`config.mk`:
```
export PLATFORM = sky130hd
export DESIGN_NAME = vpd_location_parser_flat
export DESIGN_NICKNAME = d
export VERILOG_FILES = /design/src/design/vpdl_pkg.sv /design/src/design/vpdl_if.sv /design/src/design/vpd_location_parser.sv /design/src/design/vpdl_core.sv /design/src/flat_wrapper.sv
export SDC_FILE = /design/constraint.sdc
export NUM_CORES = 1
export LEC_CHECK = 0
export BUFFER_PORTS_ARGS = -buffer_cell sky130_fd_sc_hd__clkbuf_2
export CORE_ASPECT_RATIO = 1.5
export CORE_UTILIZATION = 50
export CTS_BUF_LIST = sky130_fd_sc_hd__clkbuf_2 sky130_fd_sc_hd__clkbuf_4 sky130_fd_sc_hd__clkbuf_8
export DETAILED_ROUTE_END_ITERATION = 7
export PLACE_DENSITY = 0.68
export SLEW_MARGIN = 40
export SYNTH_ARGS = -nofsm -noshare
export SYNTH_HDL_FRONTEND = slang
export SYNTH_HIERARCHICAL = 1
export SYNTH_SLANG_ARGS = --single-unit
```
`constraint.sdc`:
```
create_clock -name clk -period 3.7 [get_ports clk]
set_clock_uncertainty 0.05 [all_clocks]
set_input_delay 0 -clock clk [delete_from_list [all_inputs] [get_ports clk]]
set_output_delay 0 -clock clk [all_outputs]
set_load 0.03 [all_outputs]
```
`src/design/vpdl_pkg.sv`:
```
// ============================================================================
// VPD location parser package
// Tag codes, character codes and the result word shared by the parser files.
// ============================================================================
package vpdl_pkg;

  // Area tags of the VPD image.
  localparam logic [7:0] TAG_ID_STRING = 8'h82;
  localparam logic [7:0] TAG_VENDOR    = 8'h84;
  localparam logic [7:0] TAG_END       = 8'h79;

  // Two-character manufacturer tags, high byte first.
  localparam logic [15:0] MFG_FRAME_ID = 16'h4649;
  localparam logic [15:0] MFG_FORMAT   = 16'h4D46;
  localparam logic [15:0] MFG_SLOT_MAP = 16'h534D;

  // Slot map format that places one pad byte ahead of the first entry.
  localparam logic [15:0] SLOT_FMT_PADDED = 16'h1004;

  // Secondary id that a matching slot entry must carry.
  localparam logic [7:0] SLOT_SEC_ID = 8'h10;

  // Bridge id value that means no bridge is known.
  localparam logic [7:0] BRIDGE_NONE = 8'hFF;

  // Characters of the bus marker in the ID string.
  localparam logic [7:0] CHAR_B     = 8'h42;
  localparam logic [7:0] CHAR_U     = 8'h55;
  localparam logic [7:0] CHAR_S     = 8'h53;
  localparam logic [7:0] CHAR_SPACE = 8'h20;

  // Result word of one image.
  typedef struct packed {
    logic        status;
    logic [7:0]  bridge_id;
    logic [7:0]  frame_id;
    logic        frame_found;
    logic [23:0] card_location;
    logic        card_found;
  } vpdl_result_t;

endpackage

```
`src/design/vpdl_if.sv`:
```
// ============================================================================
// VPD location parser channels
// Valid/ready channels for the byte stream and for the result word.
// ============================================================================
interface vpdl_in_if;
  logic       valid;
  logic       ready;
  logic [7:0] vpd_byte;
  logic       last_byte;

  modport source (output valid, output vpd_byte, output last_byte, input ready);
  modport sink   (input valid, input vpd_byte, input last_byte, output ready);
endinterface

interface vpdl_out_if;
  logic        valid;
  logic        ready;
  logic        status;
  logic [7:0]  bridge_id;
  logic [7:0]  frame_id;
  logic        frame_found;
  logic [23:0] card_location;
  logic        card_found;

  modport source (output valid, output status, output bridge_id, output frame_id,
                  output frame_found, output card_location, output card_found,
                  input ready);
  modport sink   (input valid, input status, input bridge_id, input frame_id,
                  input frame_found, input card_location, input card_found,
                  output ready);
endinterface

```
`src/design/vpd_location_parser.sv`:
```
// ============================================================================
// VPD location parser
// Walks a bus VPD image byte by byte and reports bridge, frame and card slot.
// ============================================================================
// Usage:
// - in_ch carries one image byte per word; last_byte marks the final byte.
// - out_ch carries one result word per image, produced by the final byte.
// - cfg_wr_en/cfg_wr_data write the agent id; write it only while idle.
// - A byte is registered on acceptance and parsed from the input register;
//   the result word of a last byte is then registered in the result register.
// - One byte per cycle is sustained unless a last byte is held; the parse step
//   is one pass of logic between the input register and the result register.
// - If the receiver stalls, the held result stays valid and bytes that do
//   not end an image keep flowing; a second last byte waits in the input
//   register until the result register is free.
// - Reset clears both valid flags, the parser state and the agent id. After
//   each result the parser returns to its reset state for the next image.
// ============================================================================
module vpd_location_parser #(
  parameter int MAX_VPD_BYTES = 1024
) (
  input  logic              clk,
  input  logic              rst_n,
  vpdl_in_if.sink           in_ch,
  vpdl_out_if.source        out_ch,
  input  logic              cfg_wr_en,
  input  logic [7:0]        cfg_wr_data
);

  logic [7:0]             agent_r;
  logic                   in_vld_r;
  logic [7:0]             in_byte_r;
  logic                   in_last_r;
  logic                   out_vld_r;
  vpdl_pkg::vpdl_result_t res_r;
  vpdl_pkg::vpdl_result_t core_res;
  logic                   advance;

  // Agent id register.
  always_ff @(posedge clk) begin
    if (!rst_n) begin
      agent_r <= 8'h00;
    end else if (cfg_wr_en) begin
      agent_r <= cfg_wr_data;
    end
  end

  // The held byte moves on unless it ends an image and the result slot is full.
  assign advance     = in_vld_r && (!in_last_r || !out_vld_r || out_ch.ready);
  assign in_ch.ready = !in_vld_r || advance;

  // Input register.
  always_ff @(posedge clk) begin
    if (!rst_n) begin
      in_vld_r <= 1'b0;
    end else if (in_ch.ready) begin
      in_vld_r <= in_ch.valid;
    end
    if (in_ch.valid && in_ch.ready) begin
      in_byte_r <= in_ch.vpd_byte;
      in_last_r <= in_ch.last_byte;
    end
  end

  vpdl_core #(
    .MAX_VPD_BYTES (MAX_VPD_BYTES)
  ) u_core (
    .clk       (clk),
    .rst_n     (rst_n),
    .en        (advance),
    .vpd_byte  (in_byte_r),
    .last_byte (in_last_r),
    .agent_id  (agent_r),
    .res       (core_res)
  );

  // Result register.
  always_ff @(posedge clk) begin
    if (!rst_n) begin
      out_vld_r <= 1'b0;
    end else if (advance && in_last_r) begin
      out_vld_r <= 1'b1;
    end else if (out_ch.ready) begin
      out_vld_r <= 1'b0;
    end
    if (advance && in_last_r) begin
      res_r <= core_res;
    end
  end

  assign out_ch.valid         = out_vld_r;
  assign out_ch.status        = res_r.status;
  assign out_ch.bridge_id     = res_r.bridge_id;
  assign out_ch.frame_id      = res_r.frame_id;
  assign out_ch.frame_found   = res_r.frame_found;
  assign out_ch.card_location = res_r.card_location;
  assign out_ch.card_found    = res_r.card_found;

endmodule

```
`src/design/vpdl_core.sv`:
```
// ============================================================================
// VPD location parser core
// Parser state for one image; consumes one byte per enabled cycle and shows
// the result word that the byte would give if it ends the image.
// ============================================================================
module vpdl_core #(
  parameter int MAX_VPD_BYTES = 1024
) (
  input  logic                  clk,
  input  logic                  rst_n,
  input  logic                  en,
  input  logic [7:0]            vpd_byte,
  input  logic                  last_byte,
  input  logic [7:0]            agent_id,
  output vpdl_pkg::vpdl_result_t res
);

  localparam int LEN_W = $clog2(MAX_VPD_BYTES + 1);
  localparam logic [LEN_W-1:0] MAX_LEN = LEN_W'(MAX_VPD_BYTES);

  typedef enum logic [2:0] {
    PH_START, PH_TAG, PH_HEADER, PH_BODY, PH_DONE, PH_ERROR
  } phase_t;

  typedef enum logic [1:0] {
    KIND_OTHER, KIND_ID, KIND_VENDOR
  } kind_t;

  phase_t             phase_r, phase_nxt;
  kind_t              kind_r, kind_nxt;
  logic               hdr_second_r, hdr_second_nxt;
  logic [7:0]         hdr_low_r, hdr_low_nxt;
  logic [LEN_W-1:0]   area_rem_r, area_rem_nxt;
  logic [LEN_W-1:0]   byte_cnt_r, byte_cnt_nxt;
  logic [7:0]         mfg_rem_r, mfg_rem_nxt;
  logic [15:0]        mfg_tag_r, mfg_tag_nxt;
  logic [7:0]         entry_pos_r, entry_pos_nxt;
  logic [15:0]        slot_fmt_r, slot_fmt_nxt;
  logic [3:0]         slot_idx_r, slot_idx_nxt;
  logic [23:0]        slot_chars_r, slot_chars_nxt;
  logic               slot_pad_r, slot_pad_nxt;
  logic               slot_hit_r, slot_hit_nxt;
  logic               slot_done_r, slot_done_nxt;
  logic [2:0]         bus_prog_r, bus_prog_nxt;
  logic [7:0]         bridge_r, bridge_nxt;
  logic [7:0]         frame_r, frame_nxt;
  logic               frame_found_r, frame_found_nxt;
  logic [23:0]        loc_r, loc_nxt;
  logic               loc_found_r, loc_found_nxt;

  logic [15:0]        len_full;
  logic [7:0]         bridge_pick;

  assign len_full    = {vpd_byte, hdr_low_r};
  assign bridge_pick = (bridge_r == vpdl_pkg::BRIDGE_NONE) ? vpd_byte : bridge_r;

  // Next state for one consumed byte.
  always_comb begin
    phase_nxt       = phase_r;
    kind_nxt        = kind_r;
    hdr_second_nxt  = hdr_second_r;
    hdr_low_nxt     = hdr_low_r;
    area_rem_nxt    = area_rem_r;
    byte_cnt_nxt    = byte_cnt_r;
    mfg_rem_nxt     = mfg_rem_r;
    mfg_tag_nxt     = mfg_tag_r;
    entry_pos_nxt   = entry_pos_r;
    slot_fmt_nxt    = slot_fmt_r;
    slot_idx_nxt    = slot_idx_r;
    slot_chars_nxt  = slot_chars_r;
    slot_pad_nxt    = slot_pad_r;
    slot_hit_nxt    = slot_hit_r;
    slot_done_nxt   = slot_done_r;
    bus_prog_nxt    = bus_prog_r;
    bridge_nxt      = bridge_r;
    frame_nxt       = frame_r;
    frame_found_nxt = frame_found_r;
    loc_nxt         = loc_r;
    loc_found_nxt   = loc_found_r;

    // Bytes past the size limit are ignored.
    if (byte_cnt_r < MAX_LEN) begin
      byte_cnt_nxt = byte_cnt_r + LEN_W'(1);
      case (phase_r)
        PH_START: begin
          if (vpd_byte != vpdl_pkg::TAG_ID_STRING) begin
            phase_nxt = PH_ERROR;
          end else begin
            kind_nxt       = KIND_ID;
            hdr_second_nxt = 1'b0;
            phase_nxt      = PH_HEADER;
          end
        end
        PH_TAG: begin
          if (vpd_byte == vpdl_pkg::TAG_END) begin
            phase_nxt = PH_DONE;
          end else begin
            if (vpd_byte == vpdl_pkg::TAG_ID_STRING) begin
              kind_nxt = KIND_ID;
            end else if (vpd_byte == vpdl_pkg::TAG_VENDOR) begin
              kind_nxt = KIND_VENDOR;
            end else begin
              kind_nxt = KIND_OTHER;
            end
            hdr_second_nxt = 1'b0;
            phase_nxt      = PH_HEADER;
          end
        end
        PH_HEADER: begin
          if (!hdr_second_r) begin
            hdr_low_nxt    = vpd_byte;
            hdr_second_nxt = 1'b1;
          end else begin
            // Little-endian length, saturated at the image size limit.
            if ({1'b0, len_full} > 17'(MAX_VPD_BYTES)) begin
              area_rem_nxt = MAX_LEN;
            end else begin
              area_rem_nxt = LEN_W'(len_full);
            end
            hdr_second_nxt = 1'b0;
            if (kind_r == KIND_ID) begin
              bridge_nxt   = vpdl_pkg::BRIDGE_NONE;
              bus_prog_nxt = 3'd0;
            end else if (kind_r == KIND_VENDOR) begin
              slot_fmt_nxt  = '0;
              entry_pos_nxt = '0;
              mfg_rem_nxt   = '0;
              mfg_tag_nxt   = '0;
            end
            phase_nxt = (len_full == 16'd0) ? PH_TAG : PH_BODY;
          end
        end
        PH_BODY: begin
          if (kind_r == KIND_ID) begin
            // Search for the bus marker, skip spaces, take the id nibble.
            if (bus_prog_r == 3'd4) begin
              bus_prog_nxt = bus_prog_r;
            end else if (bus_prog_r == 3'd3) begin
              if (vpd_byte != vpdl_pkg::CHAR_SPACE) begin
                bridge_nxt   = {4'h0, vpd_byte[3:0]};
                bus_prog_nxt = 3'd4;
              end
            end else if (bus_prog_r == 3'd1 && vpd_byte == vpdl_pkg::CHAR_U) begin
              bus_prog_nxt = 3'd2;
            end else if (bus_prog_r == 3'd2 && vpd_byte == vpdl_pkg::CHAR_S) begin
              bus_prog_nxt = 3'd3;
            end else begin
              bus_prog_nxt = (vpd_byte == vpdl_pkg::CHAR_B) ? 3'd1 : 3'd0;
            end
          end else if (kind_r == KIND_VENDOR) begin
            // Manufacturer entries: tag high, tag low, length, data.
            if (entry_pos_r == 8'd0) begin
              mfg_tag_nxt   = {vpd_byte, 8'h00};
              entry_pos_nxt = 8'd1;
            end else if (entry_pos_r == 8'd1) begin
              mfg_tag_nxt   = {mfg_tag_r[15:8], vpd_byte};
              entry_pos_nxt = 8'd2;
            end else if (entry_pos_r == 8'd2) begin
              mfg_rem_nxt   = vpd_byte;
              entry_pos_nxt = (vpd_byte == 8'd0) ? 8'd0 : 8'd3;
              if (mfg_tag_r == vpdl_pkg::MFG_SLOT_MAP) begin
                slot_idx_nxt   = '0;
                slot_chars_nxt = '0;
                slot_hit_nxt   = 1'b0;
                slot_done_nxt  = 1'b0;
                slot_pad_nxt   = (slot_fmt_r == vpdl_pkg::SLOT_FMT_PADDED);
              end
            end else begin
              if (mfg_tag_r == vpdl_pkg::MFG_FRAME_ID) begin
                if (entry_pos_r == 8'd3) begin
                  frame_nxt       = vpd_byte;
                  frame_found_nxt = 1'b1;
                end
              end else if (mfg_tag_r == vpdl_pkg::MFG_FORMAT) begin
                if (entry_pos_r == 8'd3) begin
                  slot_fmt_nxt = {vpd_byte, 8'h00};
                end else if (entry_pos_r == 8'd4) begin
                  slot_fmt_nxt = {slot_fmt_r[15:8], vpd_byte};
                end
              end else if (mfg_tag_r == vpdl_pkg::MFG_SLOT_MAP) begin
                // One byte of the 16-byte slot entries.
                if (!slot_done_r) begin
                  if (slot_pad_r) begin
                    slot_pad_nxt = 1'b0;
                  end else begin
                    case (slot_idx_r)
                      4'd0: slot_hit_nxt = (vpd_byte == agent_id);
                      4'd1: slot_hit_nxt = slot_hit_r && (vpd_byte == vpdl_pkg::SLOT_SEC_ID);
                      4'd2: begin
                        if (slot_hit_r) begin
                          bridge_nxt   = bridge_pick;
                          slot_hit_nxt = (vpd_byte == bridge_pick);
                        end
                      end
                      4'd3: slot_chars_nxt = {16'h0000, vpd_byte};
                      4'd4: slot_chars_nxt = {slot_chars_r[15:0], vpd_byte};
                      4'd5: begin
                        slot_chars_nxt = {slot_chars_r[15:0], vpd_byte};
                        if (slot_hit_r) begin
                          loc_nxt       = {slot_chars_r[15:0], vpd_byte};
                          loc_found_nxt = 1'b1;
                          slot_done_nxt = 1'b1;
                        end
                      end
                      default: slot_hit_nxt = slot_hit_r;
                    endcase
                    slot_idx_nxt = slot_idx_r + 4'd1;
                  end
                end
              end
              if (entry_pos_r != 8'hFF) begin
                entry_pos_nxt = entry_pos_r + 8'd1;
              end
              mfg_rem_nxt = mfg_rem_r - 8'd1;
              if (mfg_rem_r == 8'd1) begin
                entry_pos_nxt = 8'd0;
              end
            end
          end
          area_rem_nxt = area_rem_r - LEN_W'(1);
          if (area_rem_r == LEN_W'(1)) begin
            phase_nxt = PH_TAG;
          end
        end
        default: phase_nxt = phase_r;
      endcase
    end
  end

  // Result word as it stands after this byte.
  always_comb begin
    if (phase_nxt == PH_ERROR) begin
      res.status        = 1'b1;
      res.bridge_id     = vpdl_pkg::BRIDGE_NONE;
      res.frame_id      = 8'h00;
      res.frame_found   = 1'b0;
      res.card_location = 24'h000000;
      res.card_found    = 1'b0;
    end else begin
      res.status        = 1'b0;
      res.bridge_id     = bridge_nxt;
      res.frame_id      = frame_nxt;
      res.frame_found   = frame_found_nxt;
      res.card_location = loc_nxt;
      res.card_found    = loc_found_nxt;
    end
  end

  // Parser state; the last byte of an image returns it to reset.
  always_ff @(posedge clk) begin
    if (!rst_n || (en && last_byte)) begin
      phase_r       <= PH_START;
      kind_r        <= KIND_OTHER;
      hdr_second_r  <= 1'b0;
      hdr_low_r     <= 8'h00;
      area_rem_r    <= '0;
      byte_cnt_r    <= '0;
      mfg_rem_r     <= 8'h00;
      mfg_tag_r     <= 16'h0000;
      entry_pos_r   <= 8'h00;
      slot_fmt_r    <= 16'h0000;
      slot_idx_r    <= 4'h0;
      slot_chars_r  <= 24'h000000;
      slot_pad_r    <= 1'b0;
      slot_hit_r    <= 1'b0;
      slot_done_r   <= 1'b0;
      bus_prog_r    <= 3'd0;
      bridge_r      <= vpdl_pkg::BRIDGE_NONE;
      frame_r       <= 8'h00;
      frame_found_r <= 1'b0;
      loc_r         <= 24'h000000;
      loc_found_r   <= 1'b0;
    end else if (en) begin
      phase_r       <= phase_nxt;
      kind_r        <= kind_nxt;
      hdr_second_r  <= hdr_second_nxt;
      hdr_low_r     <= hdr_low_nxt;
      area_rem_r    <= area_rem_nxt;
      byte_cnt_r    <= byte_cnt_nxt;
      mfg_rem_r     <= mfg_rem_nxt;
      mfg_tag_r     <= mfg_tag_nxt;
      entry_pos_r   <= entry_pos_nxt;
      slot_fmt_r    <= slot_fmt_nxt;
      slot_idx_r    <= slot_idx_nxt;
      slot_chars_r  <= slot_chars_nxt;
      slot_pad_r    <= slot_pad_nxt;
      slot_hit_r    <= slot_hit_nxt;
      slot_done_r   <= slot_done_nxt;
      bus_prog_r    <= bus_prog_nxt;
      bridge_r      <= bridge_nxt;
      frame_r       <= frame_nxt;
      frame_found_r <= frame_found_nxt;
      loc_r         <= loc_nxt;
      loc_found_r   <= loc_found_nxt;
    end
  end

endmodule

```
`src/flat_wrapper.sv`:
```
// flat-port wrapper written by rule: the top's interface ports become plain ports
module vpd_location_parser_flat 
#(
  parameter int MAX_VPD_BYTES = 1024
)
  (clk, rst_n, cfg_wr_en, cfg_wr_data, in_ch_valid, in_ch_vpd_byte, in_ch_last_byte, in_ch_ready, out_ch_valid, out_ch_status, out_ch_bridge_id, out_ch_frame_id, out_ch_frame_found, out_ch_card_location, out_ch_card_found, out_ch_ready);
  vpdl_in_if in_ch_i ();
  vpdl_out_if out_ch_i ();
  input  logic clk;
  input  logic rst_n;
  input  logic cfg_wr_en;
  input  logic [7:0] cfg_wr_data;
  input wire logic [$bits(in_ch_i.valid)-1:0] in_ch_valid;
  input wire logic [$bits(in_ch_i.vpd_byte)-1:0] in_ch_vpd_byte;
  input wire logic [$bits(in_ch_i.last_byte)-1:0] in_ch_last_byte;
  output wire logic [$bits(in_ch_i.ready)-1:0] in_ch_ready;
  output wire logic [$bits(out_ch_i.valid)-1:0] out_ch_valid;
  output wire logic [$bits(out_ch_i.status)-1:0] out_ch_status;
  output wire logic [$bits(out_ch_i.bridge_id)-1:0] out_ch_bridge_id;
  output wire logic [$bits(out_ch_i.frame_id)-1:0] out_ch_frame_id;
  output wire logic [$bits(out_ch_i.frame_found)-1:0] out_ch_frame_found;
  output wire logic [$bits(out_ch_i.card_location)-1:0] out_ch_card_location;
  output wire logic [$bits(out_ch_i.card_found)-1:0] out_ch_card_found;
  input wire logic [$bits(out_ch_i.ready)-1:0] out_ch_ready;
  assign in_ch_i.valid = in_ch_valid;
  assign in_ch_i.vpd_byte = in_ch_vpd_byte;
  assign in_ch_i.last_byte = in_ch_last_byte;
  assign in_ch_ready = in_ch_i.ready;
  assign out_ch_valid = out_ch_i.valid;
  assign out_ch_status = out_ch_i.status;
  assign out_ch_bridge_id = out_ch_i.bridge_id;
  assign out_ch_frame_id = out_ch_i.frame_id;
  assign out_ch_frame_found = out_ch_i.frame_found;
  assign out_ch_card_location = out_ch_i.card_location;
  assign out_ch_card_found = out_ch_i.card_found;
  assign out_ch_i.ready = out_ch_ready;
  vpd_location_parser #(.MAX_VPD_BYTES(MAX_VPD_BYTES)) u_core (.clk(clk), .rst_n(rst_n), .in_ch(in_ch_i), .out_ch(out_ch_i), .cfg_wr_en(cfg_wr_en), .cfg_wr_data(cfg_wr_data));
endmodule
```
==> results.md <==
- Area added between synthesis and finish: 15.78%
- VDD IR-drop max: between 0.2 and 0.3 mV
- CP Class: reg -> reg
- Status: complete, no violations
- CTS root buf: clkbuf_8
- Req. time, crit path: 4090 ps
- Nets: about 1200
- Standard-cell rows: 63
- Post-synthesis sequential area ratio: a little under half
- FMAX: ~340 MHz
- DP HPWL: between 15 and 20 mm
- Pre-Repair DR Iteration Count: 5
- Hold Worst Slack: 89.27 ps
- Final setup vio count: 0
- Async SR Flop Fraction: 0%
- Total Wirelength: 26.78 mm
- Post-route ant nets: 0
- Least-Margin Pin Slew: between 800 and 900 ps
- Worst-Skew Late Latency: approximately 570 ps
- Slew Limit Fails: 0
- Fin crit share: 80.06%
- Synth Warn #: 6
- Die Width: around 120 um
- CP arrival: between 3000 and 4000 ps
- Initial antenna violation count: 0
- CP peak stage delay: around 630 ps
- Clock sinks: about 210
- Share of layout cells above drive strength 1: between 10 and 15%
- Die ar.: between 20000 and 25000 um^2
- Worst setup SP type: flip-flop
- Via Count: 8731
- Top_reg_cell synth: dfxtp_1
- Final Hold Viols: 0
- H-tree depth: 1
- Vias in the first global route: around 8500
- Net Count, Synth: 1142
- Syn avg cell area: 9.197 um^2
- Post-CTS setup buffer count: 0
- Core ar.: a little under 20000 um^2
- Fin Setup TNS: 0 ps
- Seq cells post-synth: 214
- Synthesized cell area: roughly 10000 um^2
- Post-synth EDFFs: between 50 and 60
- Num CTS Buffers: 31
- Max-Slew Margin vs Limit: about 44%
- Ant diodes: 0
- RePlAce Congestion: approximately 0.94
- Min-Delay Path Class: in -> reg
- Gate Count Post-Synth: about 1100
- Worst-path cell chain: nor3b_2 > nand2_1 > a211oi_1 > nand4_1 > mux2i_1 > nor2_1
- Leak: between 4 and 5 nW
- Critical Path Sink Type: flip-flop
- Critical-path top delay cell: nand4_1
- CTS tree: done
- PwrDens: ~410 nW/um^2
- Max Buffers Root-to-Sink: 3
- Total gr overflow: 0
- Yosys cell types: a little over 80
- RSZ-0062 raised after global routing: no
- Starting Density: about 51%
- Filler Cell Count: 1799
- Crit Path Max Fanout: 16
- Wire per inst: 18.15 um
- # DRC: 0
- Largest net degree at the start of global routing: 40
- Die Ht: between 150 and 200 um
- Via density: about 5.9
- Global-route wire length before repair: roughly 43 mm
- Max Cap Viol: 0
- GRT Overall Usage: 25.57%
- Min cycle time layout: 2962 ps
- Iteration-0 DRC Markers: 592
- I/O Buffers: 66
- I/O pin cnt: 67
- Clock slew at reported path FFs: ~70 ps
metrics by stage:
| stage | total power (W) | worst slack, ps | cell area [um^2] | std cells | util (%) |
|---|---|---|---|---|---|
| final | 0.004855 | 737.7 | 11790 | 1476 | 59.34 |
| after global routing | 0.005012 | 585.5 | 11790 | 1476 | 59.34 |
| after CTS | 0.004888 | 798.4 | 11790 | 1476 | 59.34 |
| after detailed placement | 0.002708 | 833.7 | 10680 | 1382 | 53.79 |
| after global placement | 0.002702 | 829.9 | 10660 | 1380 | 53.67 |
| after floorplan | 0.002624 | 779.0 | 10180 | 1107 | - |
Yosys cell counts (4+ instances only):
cell type / number / share of area (%)
dfxtp_1: 162 / 32
nor2_1: 143 / 5.3
nand2_1: 128 / 4.7
a21oi_1: 59 / 2.9
mux2i_1: 57 / 5.6
edfxtp_1: 52 / 15
clkbuf_1: 43 / 1.6
nand3_1: 37 / 1.8
o21ai_0: 31 / 1.5
inv_1: 25 / 0.92
buf_2: 22 / 1.1
nand4_1: 19 / 1.2
o22ai_1: 19 / 1.2
a22o_1: 18 / 1.5
nor3_1: 17 / 0.84
xor2_1: 16 / 1.4
nor4_1: 14 / 0.86
o221ai_1: 14 / 1.2
ha_1: 13 / 1.6
nor2b_1: 13 / 0.80
xnor2_1: 13 / 1.1
nand2b_1: 12 / 0.74
a22oi_1: 11 / 0.81
and3_1: 10 / 0.61
a31oi_1: 9 / 0.55
o211ai_1: 9 / 0.66
nor3b_1: 8 / 0.59
a211oi_1: 7 / 0.52
nor4b_1: 7 / 0.60
o21a_1: 7 / 0.52
buf_6: 6 / 0.66
o31ai_1: 6 / 0.44
o32ai_1: 6 / 0.52
and2_1: 5 / 0.31
and4b_1: 5 / 0.49
o2111ai_1: 5 / 0.43
o21ai_1: 5 / 0.25
or3_1: 5 / 0.31
a41oi_1: 4 / 0.34
nand4b_1: 4 / 0.34
or2_2: 4 / 0.25
or4_1: 4 / 0.29
worst paths after layout:
check	slack [ps]	cells past startpoint	start	endpoint
hold reg to reg	400	2	u_core/u_core/frame_found_r	u_core/u_core/frame_found_r
hold / removal	90	2	in_ch_vpd_byte[4]	u_core/in_byte_r[4]
setup reg to reg	740	6	u_core/u_core/phase_r[1]	u_core/u_core/frame_r[1]
setup / recovery	740	6	u_core/u_core/phase_r[1]	u_core/u_core/frame_r[1]
kinds of logic (layout without fill, tap and decap cells):
| family | Yosys count | in the layout | share of synthesized area [%] |
|---|---|---|---|
| compound gates | 237 | 237 | 15.94 |
| mux | 58 | 58 | 5.715 |
| flops | 214 | 214 | 47.19 |
| buf+inv | 98 | 207 | 4.363 |
| xor+xnor | 29 | 29 | 2.495 |
| fa+ha+maj | 13 | 13 | 1.598 |
| simple gates | 458 | 458 | 22.70 |
critical path: cells and delay by family, from the launching register on:
kind,cells,cell delay [ps]
and+or+nand+nor,4,1320
muxes,1,340
AOI/OAI and AO/OA,1,500
DFF,1,610
routing by layer:
metal	vias up	GRT usage (%)	part of all wire, %
li1	4198	-	-
met1	4143	28.22	39
met2	307	47.06	51
met3	83	3.705	5.2
met4	0	13.92	4.6
met5	-	0	0
state kept, by name, summed over array words and instances, names as in the netlist, 11 cells and up:
| name | count |
|---|---|
| u_core/u_core/mfg_tag_r | 16 |
| u_core/u_core/loc_r | 24 |
| u_core/u_core/slot_chars_r | 16 |
| u_core/u_core/byte_cnt_r | 11 |
| u_core/out_ch.card_location | 24 |
| u_core/u_core/slot_fmt_r | 16 |
| u_core/u_core/area_rem_r | 11 |
placed cells by master (no fill, tap or decap), types with 16 or more instances in the layout:
cell	count
nand2_1	127
a22o_1	18
clkbuf_8	38
dfxtp_1	162
nand3_1	37
inv_1	25
mux2i_1	57
buf_4	20
nand4_1	19
xor2_1	16
nor2_1	141
dlygate4sd3_1	38
o21ai_0	31
a21oi_1	59
clkbuf_2	66
nor3_1	17
o22ai_1	19
edfxtp_1	52
report_power, final:
part	total [W]	internal [W]	switching, W	leakage [nW]
registers	0.00243	0.00241	0.0000212	1.84
logic	0.000266	0.0000901	0.000175	2.04
clock network	0.00216	0.00127	0.000886	0.384
total	0.00485	0.00377	0.00108	4.26
area by class of cell:
| cell class | instances | area, um^2 | share of cell area (%) |
|---|---|---|---|
| Clock buffer | 52 | 628.1 | 5.328 |
| Inverter | 25 | 93.84 | 0.7961 |
| Sequential cell | 214 | 4805 | 40.76 |
| Tap cell | 260 | 325.3 | 2.760 |
| Clock inverter | 4 | 95.09 | 0.8067 |
| Timing Repair Buffer | 126 | 883.3 | 7.494 |
| Multi-Input combinational cell | 795 | 4957 | 42.05 |
timing repair:
action                                 CTS  global route
gates resized for setup                  0             0
endpoints found under the hold margin   29             0
hold buffers                            38             0
Note: power is estimated with default switching activity, not from simulation.
